[config.mk]
export PLATFORM = sky130hd
export DESIGN_NAME = sbsi_div
export DESIGN_NICKNAME = d
export VERILOG_FILES = /design/src/hw/rtl/sbsi_pkg.sv /design/src/hw/rtl/sbsi_div.sv
export SDC_FILE = /design/constraint.sdc
export NUM_CORES = 2
export LEC_CHECK = 0
export CAP_MARGIN = 20
export CORE_MARGIN = 1
export CORE_UTILIZATION = 60
export CTS_CLUSTER_DIAMETER = 60
export DETAILED_ROUTE_END_ITERATION = 10
export DONT_BUFFER_PORTS = 1
export PLACE_DENSITY_LB_ADDON = 0.2
export SYNTH_ARGS = -nofsm -noshare
export SYNTH_HDL_FRONTEND = slang
export SYNTH_SLANG_ARGS = --single-unit
[constraint.sdc]
create_clock -name i_clk -period 4.3 [get_ports i_clk]
set_input_delay 0.645 -clock i_clk [delete_from_list [all_inputs] [get_ports i_clk]]
set_output_delay 0.645 -clock i_clk [all_outputs]
set_load 0.01 [all_outputs]
[src/hw/rtl/sbsi_pkg.sv]
// sbsi_pkg: shared types and codes for the segment/box slab intersect block
// no dependencies; imported by sbsi_prep, sbsi_div, sbsi_hit and the top module
package sbsi_pkg;

    // normal component codes, two bit signed
    localparam logic [1:0] NRM_ZERO = 2'b00;
    localparam logic [1:0] NRM_POS  = 2'b01;
    localparam logic [1:0] NRM_NEG  = 2'b11;

    // per axis control decided in the prep stage
    typedef struct packed {
        logic reject;    // segment wholly outside the slab
        logic dir_pos;   // segment moves toward +axis
        logic need_min;  // entry fraction comes from the divider
        logic need_max;  // exit fraction comes from the divider
    } t_axis_ctl;

endpackage

[src/hw/rtl/sbsi_div.sv]
// sbsi_div: pipelined restoring fraction divider, one quotient bit per stage
// floor(num * 2^FRAC_BITS / den) for num <= den; uses sbsi_pkg
module sbsi_div #(
    parameter int COORD_WIDTH = 32,
    parameter int FRAC_BITS   = 16
) (
    input  logic                   i_clk,
    input  logic                   i_en,
    input  logic [COORD_WIDTH-1:0] i_num,
    input  logic [COORD_WIDTH-1:0] i_den,
    output logic [FRAC_BITS:0]     o_quo
);
    import sbsi_pkg::*;

    localparam int N = COORD_WIDTH;
    localparam int S = FRAC_BITS + 1;

    logic [N:0]         r_rem [S];
    logic [N-1:0]       r_den [S];
    logic [FRAC_BITS:0] r_quo [S];

    for (genvar k = 0; k < S; k++) begin : g_step
        logic [N:0]         rem_in;
        logic [N-1:0]       den_in;
        logic [FRAC_BITS:0] quo_in;
        logic               ge;
        if (k == 0) begin : g_first
            assign rem_in = {1'b0, i_num};
            assign den_in = i_den;
            assign quo_in = '0;
        end else begin : g_next
            // remainder stays below den, so its top bit is always clear
            assign rem_in = {r_rem[k-1][N-1:0], 1'b0};
            assign den_in = r_den[k-1];
            assign quo_in = {r_quo[k-1][FRAC_BITS-1:0], 1'b0};
        end
        assign ge = rem_in >= {1'b0, den_in};
        always_ff @(posedge i_clk) begin
            if (i_en) begin
                r_rem[k] <= ge ? (rem_in - {1'b0, den_in}) : rem_in;
                r_den[k] <= den_in;
                r_quo[k] <= quo_in | (FRAC_BITS + 1)'(ge);
            end
        end
    end

    assign o_quo = r_quo[S-1];

endmodule

==> impl_metrics.csv <==
group,metric,value,unit
outcome,status,"complete, but fails checks",
outcome,violations,"slew limit",
clocking,cts_inserted_buffers,140,
timing,hold_viol,0,
cells_and_area,num-nets-final,7140,
route,ant_nets,0,
clocking,ctsResizeCount,0,
cells_and_area,area_growth_syn_to_layout,10.5,%
timing,setup_viol,0,
clocking,clkSinkCount,1177,
cells_and_area,final_area,0.0771,sq mm
route,drc,0,
logic_synthesis,synth_cells,6378,
die,initial_core_util,60.7,%
logic_synthesis,synth_area_leaders,"edfxtp_1, ha_1, a21oi_1",
route,firstDrtPassIters,7,
timing,maxSlewHeadroom,-38.1,%
die,fp-row-count,124,
logic_synthesis,ys_warn_count,0,
route,vias,47900,
power_and_ir_drop,pwr_density_cell,759,mW/mm^2
timing,clock_skew,0.0170,ns
logic_synthesis,synth_seq_cells,1177,
cells_and_area,drive_gt1_share,6.10,%
grt,grt_first_pass_wirelength,246000,um
clocking,cts_tree,"yes",
die,die_width,343,um
logic_synthesis,ys_async_sr_fraction,0,%
logic_synthesis,post-synth-top-area-fraction,50.7,%
clocking,htreeDepth,4,
logic_synthesis,synth.largest_area_cell,"edfxtp_1",
timing,final.period_utilization,96.2,%
power_and_ir_drop,p_leak,31.8,nW
die,ios,83,
clocking,ctsRootBufferMaster,"clkbuf_16",
die,fp.dieArea,0.118,sq mm
timing,rsz0062_at_grt,"false",
cells_and_area,final_common_cell,"edfxtp_1",
route,dr.first_iter.drc_count,2541,
logic_synthesis,avgSynthCellArea,10.9,sq um
logic_synthesis,synth-edff-count,1177,
setup_path,critPathCaptureType,"register",
die,die_h,343,um
placement,numPortBuffers,0,
timing,fmax,242,MHz
logic_synthesis,synth_nets,7003,
placement,dp_hpwl,118000,um
setup_path,critPathKind,"input port to register",
clocking,clk_path_buf_depth,3,
grt,grt_use_total,26.7,%
cells_and_area,final_cell_mix,"edfxtp_1, inv_1, ha_1",
placement,gp_congestion,0.955,
setup_path,cp_max_fo,270,
run,cap_violations,0,
power_and_ir_drop,vdd_ir_drop_max,463,uV
setup_path,crit_arrival,4.50,ns
timing,fin_tns_setup,0,ns
logic_synthesis,ys_seq_area_share,50.7,%
cells_and_area,fin_cells,8131,
die,core_area,0.115,sq mm
timing,tightest_slew,2.07,ns
clocking,path_clk_slew,0.06,ns
logic_synthesis,netlist_area,0.0697,sq mm
grt,grt_max_degree,316,
grt,grt_overflow,0,
clocking,clock_latency,0.77,ns
grt,grt_pass1_vias,49900,
route,wl_per_cell,19.2,um
setup_path,critPathRequiredTime,4.66,ns
hold_path,hold_class,"input port to register",
setup_path,startpoint_type,"input port",
timing,layout_min_cycle_time,4.14,ns
route,vias_per_cell,5.89,
logic_synthesis,ys.flop_type,"edfxtp_1",
timing,maxSlewViolCount,303,
route,wirelength,156000,um
placement,dp.cells,7843,
placement,place_area,0.0721,sq mm
grt,antenna_found_initial,3,
logic_synthesis,synth_cell_types,93,
## power by group
| part | internal [mW] | total (mW) | leakage [nW] | switching [mW] |
|---|---|---|---|---|
| Sequential | 17.3 | 18.8 | 11.5 | 1.55 |
| Clock | 6.83 | 11.5 | 2.16 | 4.64 |
| Combinational | 12.2 | 28.2 | 18.1 | 16.0 |
| Total | 36.3 | 58.5 | 31.8 | 22.2 |
## state kept, by name, summed over array words and instances, names as in the netlist
name,flops
r_den,512
r_quo,153
r_rem,512
## path summary, 6_finish.rpt
check	endpoint	from	depth (start not counted)	slack, ns
min	r_rem[0][15]$_DFFE_PP_	i_num[15]	1	0.08
max	r_den[0][454]$_DFFE_PP_	i_en	4	0.16
max reg2reg	r_rem[0][242]$_DFFE_PP_	r_den[0][193]$_DFFE_PP_	15	0.28
min reg2reg	r_quo[2][1]$_DFFE_PP_	r_quo[1][119]$_DFFE_PP_	0	0.41
## layer usage
layer | wire, um | part of all wire, % | track usage [%]
met3 | 4320 | 2.8 | 3.40
met5 | 0 | 0 | 0
met4 | 11300 | 7.3 | 18.9
met1 | 49800 | 32 | 21.9
met2 | 90600 | 58 | 56.1
## cell usage after synthesis (11+ instances only)
cell,number
and4_1,12
a31oi_1,75
and3_1,40
nand3_1,114
fa_1,16
a2111oi_0,11
o2111ai_1,13
o41ai_1,11
edfxtp_1,1177
o21ai_0,262
mux2i_1,12
a41oi_1,11
a31o_2,12
nor4_1,28
a221oi_1,15
o31a_1,25
o211ai_1,26
a21oi_1,514
nand2b_1,66
inv_1,658
a21o_1,245
nor2_1,345
a211oi_1,40
or3_1,21
ha_1,543
clkbuf_1,116
a211o_1,15
nand4_1,82
o21ai_1,165
o21bai_1,58
xor2_1,179
nor2b_1,76
mux2_2,33
nor3_1,85
buf_2,28
and2_1,26
o21a_1,89
xnor2_1,253
mux2_1,192
or2_2,17
nand2_1,473
o31ai_1,30
## critical path, cell delays in order
cell and delay, ns:
buf_16 0.61, buf_16 0.54, buf_16 0.48, buf_16 0.67
## per-stage QoR
step                util (%)  total power [mW]  setup WS [ns]  hold WS [ns]
floorplan                  -              39.3          0.944         0.400
global placement        62.8              46.2         -0.666         0.400
detailed placement      62.8              46.7         -0.754         0.405
CTS                     67.1              58.5         0.0938        0.0240
global route            67.1              62.4         0.0783        0.0494
finish                  67.1              58.5          0.161        0.0846
## area by class of cell
| type | instances | area (sq um) |
|---|---|---|
| Timing Repair Buffer | 150 | 1520 |
| Clock inverter | 77 | 841 |
| Inverter | 659 | 2470 |
| Tap cell | 1512 | 1890 |
| Antenna cell | 1 | 2.50 |
| Sequential cell | 1177 | 35300 |
| Fill cell | 8562 | 37700 |
| Multi-Input combinational cell | 4387 | 31400 |
| Clock buffer | 168 | 3630 |
## cell families after synthesis
family                     Yosys count  share of synthesized area (%)
AOI/OAI and AO/OA                 1727                           15.6
xor gates and xnor gates           432                           5.43
muxes                              242                           3.91
adders and majority gates          559                           10.2
DFF                               1177                           50.7
buffers and inverters              814                           4.50
and+or+nand+nor                   1427                           9.64
## repair_timing
action	in CTS	in global routing
setup buffers	0	5
endpoints found under the hold margin	72	0
hold buffers	36	0
endpoints found under the setup margin	0	1
(Power assumes the default switching activity.)
