[src/hw/rtl/sbsi_pkg.sv]
// sbsi_pkg: shared types and codes for the segment/box slab intersect block
// no dependencies; imported by sbsi_prep, sbsi_div, sbsi_hit and the top module
package sbsi_pkg;

    // normal component codes, two bit signed
    localparam logic [1:0] NRM_ZERO = 2'b00;
    localparam logic [1:0] NRM_POS  = 2'b01;
    localparam logic [1:0] NRM_NEG  = 2'b11;

    // per axis control decided in the prep stage
    typedef struct packed {
        logic reject;    // segment wholly outside the slab
        logic dir_pos;   // segment moves toward +axis
        logic need_min;  // entry fraction comes from the divider
        logic need_max;  // exit fraction comes from the divider
    } t_axis_ctl;

endpackage

[src/hw/rtl/sbsi_prep.sv]
// sbsi_prep: one axis of the slab test setup, registered
// produces rejection, direction and divider operands; uses sbsi_pkg
module sbsi_prep #(
    parameter int COORD_WIDTH = 32
) (
    input  logic                          i_clk,
    input  logic                          i_en,
    input  logic signed [COORD_WIDTH-1:0] i_beg,
    input  logic        [COORD_WIDTH-2:0] i_size,
    input  logic signed [COORD_WIDTH-1:0] i_from,
    input  logic signed [COORD_WIDTH-1:0] i_to,
    output sbsi_pkg::t_axis_ctl           o_ctl,
    output logic        [COORD_WIDTH-1:0] o_num_min,
    output logic        [COORD_WIDTH-1:0] o_num_max,
    output logic        [COORD_WIDTH-1:0] o_den
);
    import sbsi_pkg::*;

    localparam int XW = COORD_WIDTH + 2;

    logic signed [XW-1:0] b2, e2, f2, t2;
    logic signed [XW-1:0] len2, nmin2, nmax2;
    logic                 pos;
    t_axis_ctl            ctl;

    always_comb begin
        b2 = XW'(i_beg);
        f2 = XW'(i_from);
        t2 = XW'(i_to);
        e2 = b2 + signed'({2'b00, 1'b0, i_size});
        pos = f2 < t2;
        ctl.dir_pos = pos;
        if (pos) begin
            ctl.reject   = (f2 > e2) || (t2 < b2);
            len2         = t2 - f2;
            nmin2        = b2 - f2;
            ctl.need_min = f2 < b2;
            nmax2        = e2 - f2;
            ctl.need_max = t2 > e2;
        end else begin
            ctl.reject   = (t2 > e2) || (f2 < b2);
            len2         = f2 - t2;
            nmin2        = f2 - e2;
            ctl.need_min = f2 > e2;
            nmax2        = f2 - b2;
            ctl.need_max = t2 < b2;
        end
    end

    always_ff @(posedge i_clk) begin
        if (i_en) begin
            o_ctl     <= ctl;
            o_num_min <= ctl.need_min ? COORD_WIDTH'(nmin2) : '0;
            o_num_max <= ctl.need_max ? COORD_WIDTH'(nmax2) : '0;
            // zero length only on a degenerate axis, whose fractions are not used
            o_den     <= (len2 == '0) ? COORD_WIDTH'(1) : COORD_WIDTH'(len2);
        end
    end

endmodule

[config.mk]
export PLATFORM = sky130hd
export DESIGN_NAME = sbsi_prep
export DESIGN_NICKNAME = d
export VERILOG_FILES = /design/src/hw/rtl/sbsi_pkg.sv /design/src/hw/rtl/sbsi_prep.sv
export SDC_FILE = /design/constraint.sdc
export NUM_CORES = 1
export LEC_CHECK = 0
export BUFFER_PORTS_ARGS = -buffer_cell sky130_fd_sc_hd__buf_2
export CELL_PAD_IN_SITES_DETAIL_PLACEMENT = 0
export CELL_PAD_IN_SITES_GLOBAL_PLACEMENT = 2
export CORE_ASPECT_RATIO = 2
export CORE_MARGIN = 2
export CORE_UTILIZATION = 35
export DETAILED_ROUTE_END_ITERATION = 6
export GPL_TIMING_DRIVEN = 0
export HOLD_SLACK_MARGIN = 0.12
export PLACE_DENSITY = 0.89
export RECOVER_POWER = 25
export SKIP_LAST_GASP = 1
export SLEW_MARGIN = 40
export SYNTH_ARGS = -nofsm -noshare
export SYNTH_HDL_FRONTEND = slang
export SYNTH_SLANG_ARGS = --single-unit
[constraint.sdc]
create_clock -name i_clk -period 7.6 [get_ports i_clk]
set_clock_uncertainty 0.2 [all_clocks]
set_input_delay 0.76 -clock i_clk [delete_from_list [all_inputs] [get_ports i_clk]]
set_output_delay 0.76 -clock i_clk [all_outputs]
set_load 0.1 [all_outputs]
==> results.json <==
{
  "cp_max_fo": 19,
  "vias": 17500,
  "yosysUniqueCellTypes": 91,
  "cp_slowest_cell": "a21oi_1",
  "syn_avg_cell_area_um2": 7.85,
  "slew_headroom_pct": -186,
  "cts_tree": "built",
  "use_met1_pct": 27.3,
  "synth_most_common_cell": "ha_1",
  "min_from": "i_to[0]",
  "grtUsageMet3_pct": 2.77,
  "busiest_layer": "met2",
  "ys_warn_count": 0,
  "final.min_clock_period_ns": 7.10,
  "ios": 229,
  "overflow": 0,
  "maxSlewViolCount": 76,
  "min_path_type": "primary input to flip-flop",
  "cts.path.max_buffers": 2,
  "criticalPathCategory": "primary input to flip-flop",
  "grt_max_degree": 76,
  "initial_utilization_pct": 35.3,
  "place.gp.congestion": 1.02,
  "period_share_pct": 93.5,
  "ant_nets": 0,
  "grt_pass1_wl_um": 111000,
  "syn_nets": 2583,
  "violations": "max-capacitance violations, max-slew violations",
  "startpoint_type": "primary input",
  "drt_iter0_drc": 1192,
  "drv_cap": 1,
  "seqCellArea_um2": 3000,
  "coreArea_um2": 48200,
  "antenna_found_initial": 9,
  "area_growth_pct": 13.5,
  "gr-usage-met2_pct": 56.7,
  "vdd_drop_max_uv": 193,
  "synthTopCellsByCount": "ha_1, a21oi_1, nor2_1, inv_1, a21o_1",
  "nFillCells": 5244,
  "grt_pass1_vias": 18000,
  "syn_area_um2": 17000,
  "crit_start": "i_beg[0]",
  "clock_sinks": 100,
  "viasPerCell": 5.72,
  "cts_buffers": 9,
  "rows": 114,
  "root_buffer": "clkbuf_16",
  "die_w_um": 160,
  "numPortBuffers": 228,
  "dp_hpwl_um": 66800,
  "cp-end-kind": "flip-flop",
  "outcome": "finished with violations",
  "syn_inst": 2165,
  "htree_levels": 3,
  "worst_path_most_repeated_cell": "a21oi_1",
  "critPathRequiredTime_ns": 7.52,
  "holdPathStages": 3,
  "synthFlopType": "edfxtp_1",
  "path_clk_slew_ns": 0.08,
  "yosys-top-cells-area": "ha_1, edfxtp_1, a21oi_1",
  "hold_viol": 0,
  "leakagePower_nw": 9.17,
  "track_usage_pct": 30.0,
  "drt_wl_total_um": 77300,
  "p_per_area_nw_per_um2": 242,
  "yosys.area.top_type": "ha_1",
  "arrival_ns": 7.03,
  "drive_above_1_share_pct": 13.1,
  "async_flop_share_pct": 0,
  "synth_top_cell_area_share_pct": 20.8,
  "die_h_um": 316,
  "multi_input_area_um2": 12900,
  "setup_tns_ns": 0,
  "worst_pin_slew_ns": 4.29,
  "fin_nets": 2822,
  "max_stage_delay_ns": 0.55,
  "finalPower_mw": 4.66,
  "post_cts_buffers": 0,
  "fmax_ghz": 0.141,
  "wl_per_cell_um": 25.3,
  "drc": 0,
  "die-area_um2": 50500,
  "dr.pass1.iters": 5,
  "ys_ff_latch": 100,
  "yosysSeqAreaShare_pct": 17.7,
  "synth_edf_count": 100,
  "finalSetupViolCount": 0,
  "rsz0062_at_grt": "no"
}
-- worst paths after layout --
kind,to,slack (ns)
min,o_den[0],0.75
max,o_num_max[31],0.50
-- logic make-up after synthesis --
| kind of cell | after synthesis | synth area share (%) |
|---|---|---|
| fa+ha+maj | 289 | 21.6 |
| buf+inv | 287 | 6.82 |
| simple gates | 573 | 16.4 |
| xor+xnor | 155 | 7.98 |
| flops | 100 | 17.7 |
| mux | 22 | 1.41 |
| compound gates | 739 | 28.1 |
-- cell type report --
cell class | instances | share of cell area, %
multi-input cells | 1778 | 66.7
flip-flops and latches | 100 | 15.6
repair buffers | 229 | 5.93
well taps | 638 | 4.14
inverters | 187 | 3.66
plain buffers | 99 | 2.36
clock buffers | 9 | 1.17
clock inverters | 7 | 0.376
diodes | 7 | 0.0908
-- state kept, by name, indices dropped and copies added (netlist names) --
register   flops
o_num_max     32
o_ctl          4
o_num_min     32
o_den         32
-- where the power goes --
group	switching [mW]	leakage, nW	internal, mW
Clock	0.267	0.140	0.231
Combinational	2.47	8.06	0.886
Sequential	0.0288	0.968	0.779
-- worst max-delay path: cells and delay by family --
family          cells  cell delay, ns
fa+ha+maj           3            0.97
simple gates        4            0.55
compound gates     16            4.25
buf+inv             2            0.46
-- placed cells by master, fill, tap and decap left out, types with 8 or more instances in the layout --
| master | n |
|---|---|
| ha_1 | 282 |
| a21oi_1 | 249 |
| buf_2 | 238 |
| nor2_1 | 190 |
| inv_1 | 186 |
| a21o_1 | 122 |
| nand2_1 | 121 |
| o21ai_0 | 115 |
| edfxtp_1 | 100 |
| xnor2_1 | 92 |
| clkbuf_1 | 68 |
| xor2_1 | 63 |
| nor3_1 | 40 |
| nand4_1 | 34 |
| o21a_1 | 34 |
| nand3_1 | 33 |
| o21bai_1 | 33 |
| a211oi_1 | 32 |
| nor2b_1 | 27 |
| nand2b_1 | 26 |
| or3_1 | 19 |
| a31oi_1 | 18 |
| mux2i_1 | 18 |
| and2_1 | 16 |
| nor4_1 | 16 |
| o211ai_1 | 14 |
| and3_1 | 10 |
| o31ai_1 | 10 |
| or2_2 | 9 |
| nor3b_1 | 9 |
| clkbuf_16 | 9 |
| a211o_1 | 8 |
| o22ai_1 | 8 |
| a21boi_0 | 8 |
-- metal layers --
layer | wire length [µm] | up-vias | part of all wire (%)
met5 | 25 | - | 0.032
met4 | 8910 | 4 | 12
met3 | 2720 | 297 | 3.5
met2 | 40200 | 684 | 52
met1 | 25400 | 8220 | 33
li1 | - | 8268 | -
-- metrics by stage --
stage / hold slack (ns) / instance area, µm² / instances / setup WS (ns) / utilization [%]
6_report: 0.750 / 19300 / 3054 / 0.495 / 40.0
5_1_grt: 0.790 / 19300 / 3050 / 0.0449 / 40.0
4_1_cts: 0.497 / 19300 / 3048 / 0.331 / 40.1
3_5_place_dp: 0.925 / 19000 / 3032 / -0.0672 / 39.4
3_3_place_gp: 1.16 / 18900 / 3031 / -0.105 / 39.3
2_1_floorplan: 0.672 / 17000 / 2165 / 1.63 / -
-- timing repair --
action                     CTS  global route
setup endpoints to repair    0            10
gates resized for setup      0             0
hold buffers                 0             0
No activity file was read; power rests on OpenSTA's default activity.
