[src/hw/rtl/sbsi_pkg.sv]
// sbsi_pkg: shared types and codes for the segment/box slab intersect block
// no dependencies; imported by sbsi_prep, sbsi_div, sbsi_hit and the top module
package sbsi_pkg;

    // normal component codes, two bit signed
    localparam logic [1:0] NRM_ZERO = 2'b00;
    localparam logic [1:0] NRM_POS  = 2'b01;
    localparam logic [1:0] NRM_NEG  = 2'b11;

    // per axis control decided in the prep stage
    typedef struct packed {
        logic reject;    // segment wholly outside the slab
        logic dir_pos;   // segment moves toward +axis
        logic need_min;  // entry fraction comes from the divider
        logic need_max;  // exit fraction comes from the divider
    } t_axis_ctl;

endpackage

[src/hw/rtl/sbsi_hit.sv]
// sbsi_hit: interval merge, hit point scaling and saturation, three stages
// takes divider quotients and per axis control; uses sbsi_pkg
module sbsi_hit #(
    parameter int COORD_WIDTH = 32,
    parameter int FRAC_BITS   = 16
) (
    input  logic                          i_clk,
    input  logic                          i_en,
    input  sbsi_pkg::t_axis_ctl           i_ctl_x,
    input  sbsi_pkg::t_axis_ctl           i_ctl_y,
    input  logic        [FRAC_BITS:0]     i_qmin_x,
    input  logic        [FRAC_BITS:0]     i_qmax_x,
    input  logic        [FRAC_BITS:0]     i_qmin_y,
    input  logic        [FRAC_BITS:0]     i_qmax_y,
    input  logic signed [COORD_WIDTH-1:0] i_from_x,
    input  logic signed [COORD_WIDTH-1:0] i_from_y,
    input  logic signed [COORD_WIDTH-1:0] i_to_x,
    input  logic signed [COORD_WIDTH-1:0] i_to_y,
    output logic                          o_hit,
    output logic        [FRAC_BITS:0]     o_frac,
    output logic signed [COORD_WIDTH-1:0] o_hit_x,
    output logic signed [COORD_WIDTH-1:0] o_hit_y,
    output logic        [1:0]             o_normal_x,
    output logic        [1:0]             o_normal_y
);
    import sbsi_pkg::*;

    localparam int W  = COORD_WIDTH;
    localparam int TW = FRAC_BITS + 1;
    localparam int MW = W + 1;
    localparam int PW = MW + TW;
    localparam int SW = W + 3;
    localparam logic [TW-1:0] T_ONE = TW'(1) << FRAC_BITS;

    // stage 1: merge intervals
    logic [TW-1:0]       cmin_x, cmax_x, cmin_y, cmax_y, tmin, tmax;
    logic                upd_x, upd_y, miss;
    logic [1:0]          nx, ny;
    logic signed [MW-1:0] rel_x, rel_y;

    always_comb begin
        cmin_x = i_ctl_x.need_min ? i_qmin_x : '0;
        cmax_x = i_ctl_x.need_max ? i_qmax_x : T_ONE;
        cmin_y = i_ctl_y.need_min ? i_qmin_y : '0;
        cmax_y = i_ctl_y.need_max ? i_qmax_y : T_ONE;
        upd_x  = cmin_x != '0;
        upd_y  = cmin_y > cmin_x;
        tmin   = upd_y ? cmin_y : cmin_x;
        tmax   = (cmax_y < cmax_x) ? cmax_y : cmax_x;
        miss   = i_ctl_x.reject || i_ctl_y.reject || (tmax < tmin);
        nx     = NRM_ZERO;
        ny     = NRM_ZERO;
        if (upd_y) begin
            ny = i_ctl_y.dir_pos ? NRM_NEG : NRM_POS;
        end else if (upd_x) begin
            nx = i_ctl_x.dir_pos ? NRM_NEG : NRM_POS;
        end
        rel_x = MW'(i_to_x) - MW'(i_from_x);
        rel_y = MW'(i_to_y) - MW'(i_from_y);
    end

    logic                r1_hit, r1_neg_x, r1_neg_y;
    logic [TW-1:0]       r1_tmin;
    logic [1:0]          r1_nx, r1_ny;
    logic [MW-1:0]       r1_mag_x, r1_mag_y;
    logic signed [W-1:0] r1_fx, r1_fy;

    always_ff @(posedge i_clk) begin
        if (i_en) begin
            r1_hit   <= !miss;
            r1_tmin  <= tmin;
            r1_nx    <= nx;
            r1_ny    <= ny;
            r1_neg_x <= rel_x[MW-1];
            r1_neg_y <= rel_y[MW-1];
            r1_mag_x <= rel_x[MW-1] ? MW'(-rel_x) : MW'(rel_x);
            r1_mag_y <= rel_y[MW-1] ? MW'(-rel_y) : MW'(rel_y);
            r1_fx    <= i_from_x;
            r1_fy    <= i_from_y;
        end
    end

    // stage 2: scale offsets
    logic                r2_hit, r2_neg_x, r2_neg_y;
    logic [TW-1:0]       r2_tmin;
    logic [1:0]          r2_nx, r2_ny;
    logic [PW-1:0]       r2_prod_x, r2_prod_y;
    logic signed [W-1:0] r2_fx, r2_fy;

    always_ff @(posedge i_clk) begin
        if (i_en) begin
            r2_hit    <= r1_hit;
            r2_tmin   <= r1_tmin;
            r2_nx     <= r1_nx;
            r2_ny     <= r1_ny;
            r2_neg_x  <= r1_neg_x;
            r2_neg_y  <= r1_neg_y;
            r2_prod_x <= PW'(r1_mag_x) * PW'(r1_tmin);
            r2_prod_y <= PW'(r1_mag_y) * PW'(r1_tmin);
            r2_fx     <= r1_fx;
            r2_fy     <= r1_fy;
        end
    end

    // stage 3: add to start point and saturate
    localparam logic signed [SW-1:0] SAT_HI = SW'({1'b0, {(W - 1){1'b1}}});
    localparam logic signed [SW-1:0] SAT_LO = -SAT_HI - SW'(1);

    logic signed [SW-1:0] off_x, off_y, sum_x, sum_y;
    logic signed [W-1:0]  sat_x, sat_y;

    always_comb begin
        off_x = SW'(r2_prod_x >> FRAC_BITS);
        off_y = SW'(r2_prod_y >> FRAC_BITS);
        if (r2_neg_x) off_x = -off_x;
        if (r2_neg_y) off_y = -off_y;
        sum_x = SW'(r2_fx) + off_x;
        sum_y = SW'(r2_fy) + off_y;
        sat_x = (sum_x > SAT_HI) ? W'(SAT_HI) : (sum_x < SAT_LO) ? W'(SAT_LO) : W'(sum_x);
        sat_y = (sum_y > SAT_HI) ? W'(SAT_HI) : (sum_y < SAT_LO) ? W'(SAT_LO) : W'(sum_y);
    end

    always_ff @(posedge i_clk) begin
        if (i_en) begin
            o_hit      <= r2_hit;
            o_frac     <= r2_hit ? r2_tmin : '0;
            o_hit_x    <= r2_hit ? sat_x : '0;
            o_hit_y    <= r2_hit ? sat_y : '0;
            o_normal_x <= r2_hit ? r2_nx : NRM_ZERO;
            o_normal_y <= r2_hit ? r2_ny : NRM_ZERO;
        end
    end

endmodule

[config.mk]
export PLATFORM = sky130hd
export DESIGN_NAME = sbsi_hit
export DESIGN_NICKNAME = d
export VERILOG_FILES = /design/src/hw/rtl/sbsi_pkg.sv /design/src/hw/rtl/sbsi_hit.sv
export SDC_FILE = /design/constraint.sdc
export NUM_CORES = 2
export LEC_CHECK = 0
export BUFFER_PORTS_ARGS = -buffer_cell sky130_fd_sc_hd__buf_2
export CORE_MARGIN = 2
export CORE_UTILIZATION = 56
export CTS_CLUSTER_DIAMETER = 200
export DETAILED_ROUTE_END_ITERATION = 6
export GPL_TIMING_DRIVEN = 0
export HOLD_SLACK_MARGIN = 0.05
export PLACE_DENSITY = 0.79
export SYNTH_ARGS = -nofsm -noshare
export SYNTH_HDL_FRONTEND = slang
export SYNTH_SLANG_ARGS = --single-unit
export TNS_END_PERCENT = 5
[constraint.sdc]
create_clock -name i_clk -period 8.2 [get_ports i_clk]
set_input_delay 2.05 -clock i_clk [delete_from_list [all_inputs] [get_ports i_clk]]
set_output_delay 2.05 -clock i_clk [all_outputs]
set_load 0.01 [all_outputs]
==> flow_summary.json <==
{
  "cp.arrival_ps": 8610,
  "maxUsedRoutingLayer": "met5",
  "tightest_slew_ps": 1580,
  "critPathBufInv": 5,
  "chipHeight_um": 329,
  "synth_top_area_share_pct": 31.4,
  "cts_root_buf": "clkbuf_16",
  "violations": "capacitance limit, slew limit, setup timing",
  "synthFlopType": "edfxtp_1",
  "layout_commonest_cell": "inv_1",
  "gp_congestion": 0.995,
  "required_ps": 8580,
  "ys_seq_area_share_pct": 20.1,
  "fin_crit_sh_pct": 100,
  "netlist_area_mm2": 0.0592,
  "max_freq_mhz": 122,
  "drt_first_pass_iters": 6,
  "fin_skew_ps": 33.1,
  "die_width_um": 329,
  "vias": 47200,
  "drv_slew": 11,
  "dieArea_mm2": 0.108,
  "setup_viol": 1,
  "min_path_type": "reg2reg",
  "finalHoldViolations": 0,
  "start_kind": "flip-flop",
  "relSlewSlack_pct": -5.00,
  "io_pins": 292,
  "met3WireLength_um": 22300,
  "cts_sinks": 396,
  "hold-worst-slack_ps": 406,
  "wl_per_cell_um": 21.9,
  "synth_cells": 6335,
  "cts_tree": "done",
  "ys_ff_latch": 396,
  "final_util_pct": 61.2,
  "grt_pass1_wl_um": 271000,
  "drt-total-wl_um": 178000,
  "endpoint_kind": "flip-flop",
  "max-cap-violations": 1,
  "initial_core_util_pct": 56.3,
  "grt_use_total_pct": 33.1,
  "ys_warn_count": 0,
  "ys_types": 89,
  "crit_path_max_incr_delay_ps": 900,
  "wl_met2_um": 77400,
  "synth_area_leaders": "fa_1 31%, edfxtp_1 20%, ha_1 9.1%, inv_1 7.8%, nand2_1 5.8%",
  "clk_latency_ps": 640,
  "io_buffers": 289,
  "finalNetCount": 8242,
  "antenna_found_initial": 17,
  "crit_family": "adder cells",
  "drtAntennaViolNets": 0,
  "ctsHoldBuffers": 0,
  "coreArea_mm2": 0.105,
  "yosys.area.top_type": "fa_1",
  "drc": 0,
  "status": "finished with violations",
  "first_global_vias": 47600,
  "async_flop_share_pct": 0,
  "num_rows": 119,
  "clk_pin_slew_ps": 60,
  "syn_nets": 7898,
  "crit_path_frequent_cell": "fa_1",
  "layout_common_cells": "1229 x inv_1, 928 x fa_1, 911 x nand2_1",
  "area_delta_synth_final_pct": 8.64,
  "syn_area_per_cell_um2": 9.35,
  "wl_met1_um": 69200,
  "cts_made_buffers": 49,
  "htreeDepth": 2,
  "place_hpwl_um": 144000,
  "drtIter0Drc": 4806,
  "post_route_cells_drive_above_1_share_pct": 7.84,
  "path_cells": "clkbuf_1, nand2_1, fa_1, fa_1, fa_1, inv_1, fa_1, fa_1, inv_1, fa_1, inv_1, ha_1, and3_1, nand2_1, o211ai_1, a41oi_4, buf_4, a2111oi_1, nor2_1, o221ai_1, a21o_1, xor2_1",
  "period_needed_ps": 8230,
  "grt_start_max_net_pins": 119,
  "crit_fanout": 10,
  "vias_per_cell": 5.81,
  "grt_overflow": 0,
  "critical_path_class": "reg2reg",
  "slowest_stage": "clkbuf_1",
  "nFillCells": 8861,
  "setup_slack_ps": -28.1,
  "synth_edf_count": 396,
  "clockBufferDepth": 3
}
==> kinds of logic (layout without fill, tap and decap cells) <==
| logic type | count (synthesis) | count (layout) | synth area share, % |
|---|---|---|---|
| flip-flops | 396 | 396 | 20.1 |
| other | 0 | 10 | 0 |
| multiplexers | 6 | 6 | 0.104 |
| adder cells (fa/ha/maj) | 1357 | 1357 | 40.4 |
| buffers and inverters | 1502 | 1886 | 9.61 |
| AND/OR/NAND/NOR | 1874 | 1874 | 15.5 |
| XOR/XNOR | 292 | 292 | 4.33 |
| AO/OA/AOI/OAI | 908 | 908 | 9.98 |
==> path summary, 6_finish.rpt <==
check	startpoint	end	slack, ps	cells past startpoint
min	r1_fy[9]	r2_fy[9]	410	0
min reg2reg	r1_fy[9]	r2_fy[9]	410	0
max	r1_tmin[3]	r2_prod_y[47]	-30	22
max reg2reg	r1_tmin[3]	r2_prod_y[47]	-30	22
==> registers in the layout, summed over array words and instances, names as in the netlist, 17 cells and up <==
| signal | flops |
|---|---|
| r2_tmin | 17 |
| o_hit_x | 32 |
| r1_mag_y | 33 |
| o_hit_y | 32 |
| r2_fx | 32 |
| r2_fy | 32 |
| r1_fy | 32 |
| r1_tmin | 17 |
| r2_prod_x | 34 |
| r2_prod_y | 34 |
| r1_fx | 32 |
| o_frac | 17 |
| r1_mag_x | 33 |
==> worst reg2reg max path: cells and delay by family (launching register included) <==
| kind | cells | cell delay [ps] |
|---|---|---|
| adders and majority gates | 7 | 3370 |
| AOI/OAI and AO/OA | 5 | 1530 |
| buffers and inverters | 5 | 1290 |
| and+or+nand+nor | 4 | 840 |
| DFF | 1 | 580 |
| xor gates and xnor gates | 1 | 370 |
==> stage by stage <==
| stage | TNS, ps | cell area (µm²) | setup slack (ps) | cells |
|---|---|---|---|---|
| after floorplan | 0 | 59200 | 1380 | 6335 |
| after global placement | -290200 | 62400 | -1310 | 8015 |
| after detailed placement | -24030 | 62500 | -1390 | 8019 |
| after CTS | -7.39 | 64200 | -7.39 | 8110 |
| after global routing | -17.0 | 64300 | -17.0 | 8111 |
| final | -28.1 | 64300 | -28.1 | 8120 |
==> timing repair <==
item / CTS / global route
pin swaps: 0 / 1
gates resized for setup: 39 / 92
setup buffers: 0 / 3
setup endpoints to repair: 47 / 17
==> synthesized netlist by cell type, types with 54 or more instances <==
| master | instances |
|---|---|
| a21o_1 | 113 |
| a21oi_1 | 243 |
| and2_1 | 480 |
| clkbuf_1 | 256 |
| edfxtp_1 | 396 |
| fa_1 | 928 |
| ha_1 | 429 |
| inv_1 | 1229 |
| nand2_1 | 911 |
| nor2_1 | 126 |
| nor3_1 | 54 |
| o21ai_0 | 205 |
| xnor2_1 | 210 |
| xor2_1 | 81 |
==> metal layers <==
layer | global-route usage (%) | up-vias
met2 | 50.3 | 2613
met1 | 44.5 | 23300
met5 | 0 | -
li1 | - | 20800
met3 | 9.44 | 475
met4 | 14.4 | 10
==> final cells by class <==
type / instances / area, µm² / area share (%)
plain buffers: 270 / 1180 / 1.83
flip-flops and latches: 396 / 11900 / 18.5
inverters: 1229 / 4610 / 7.17
repair buffers: 296 / 1570 / 2.44
clock buffers: 54 / 1240 / 1.94
diodes: 10 / 25.0 / 0.0389
clock inverters: 37 / 387 / 0.601
multi-input cells: 4437 / 41700 / 64.8
well taps: 1391 / 1740 / 2.71
Power is left out: the tool's default activity adds up to more than one toggle a clock period on the data nets, which glitch-free logic cannot reach.
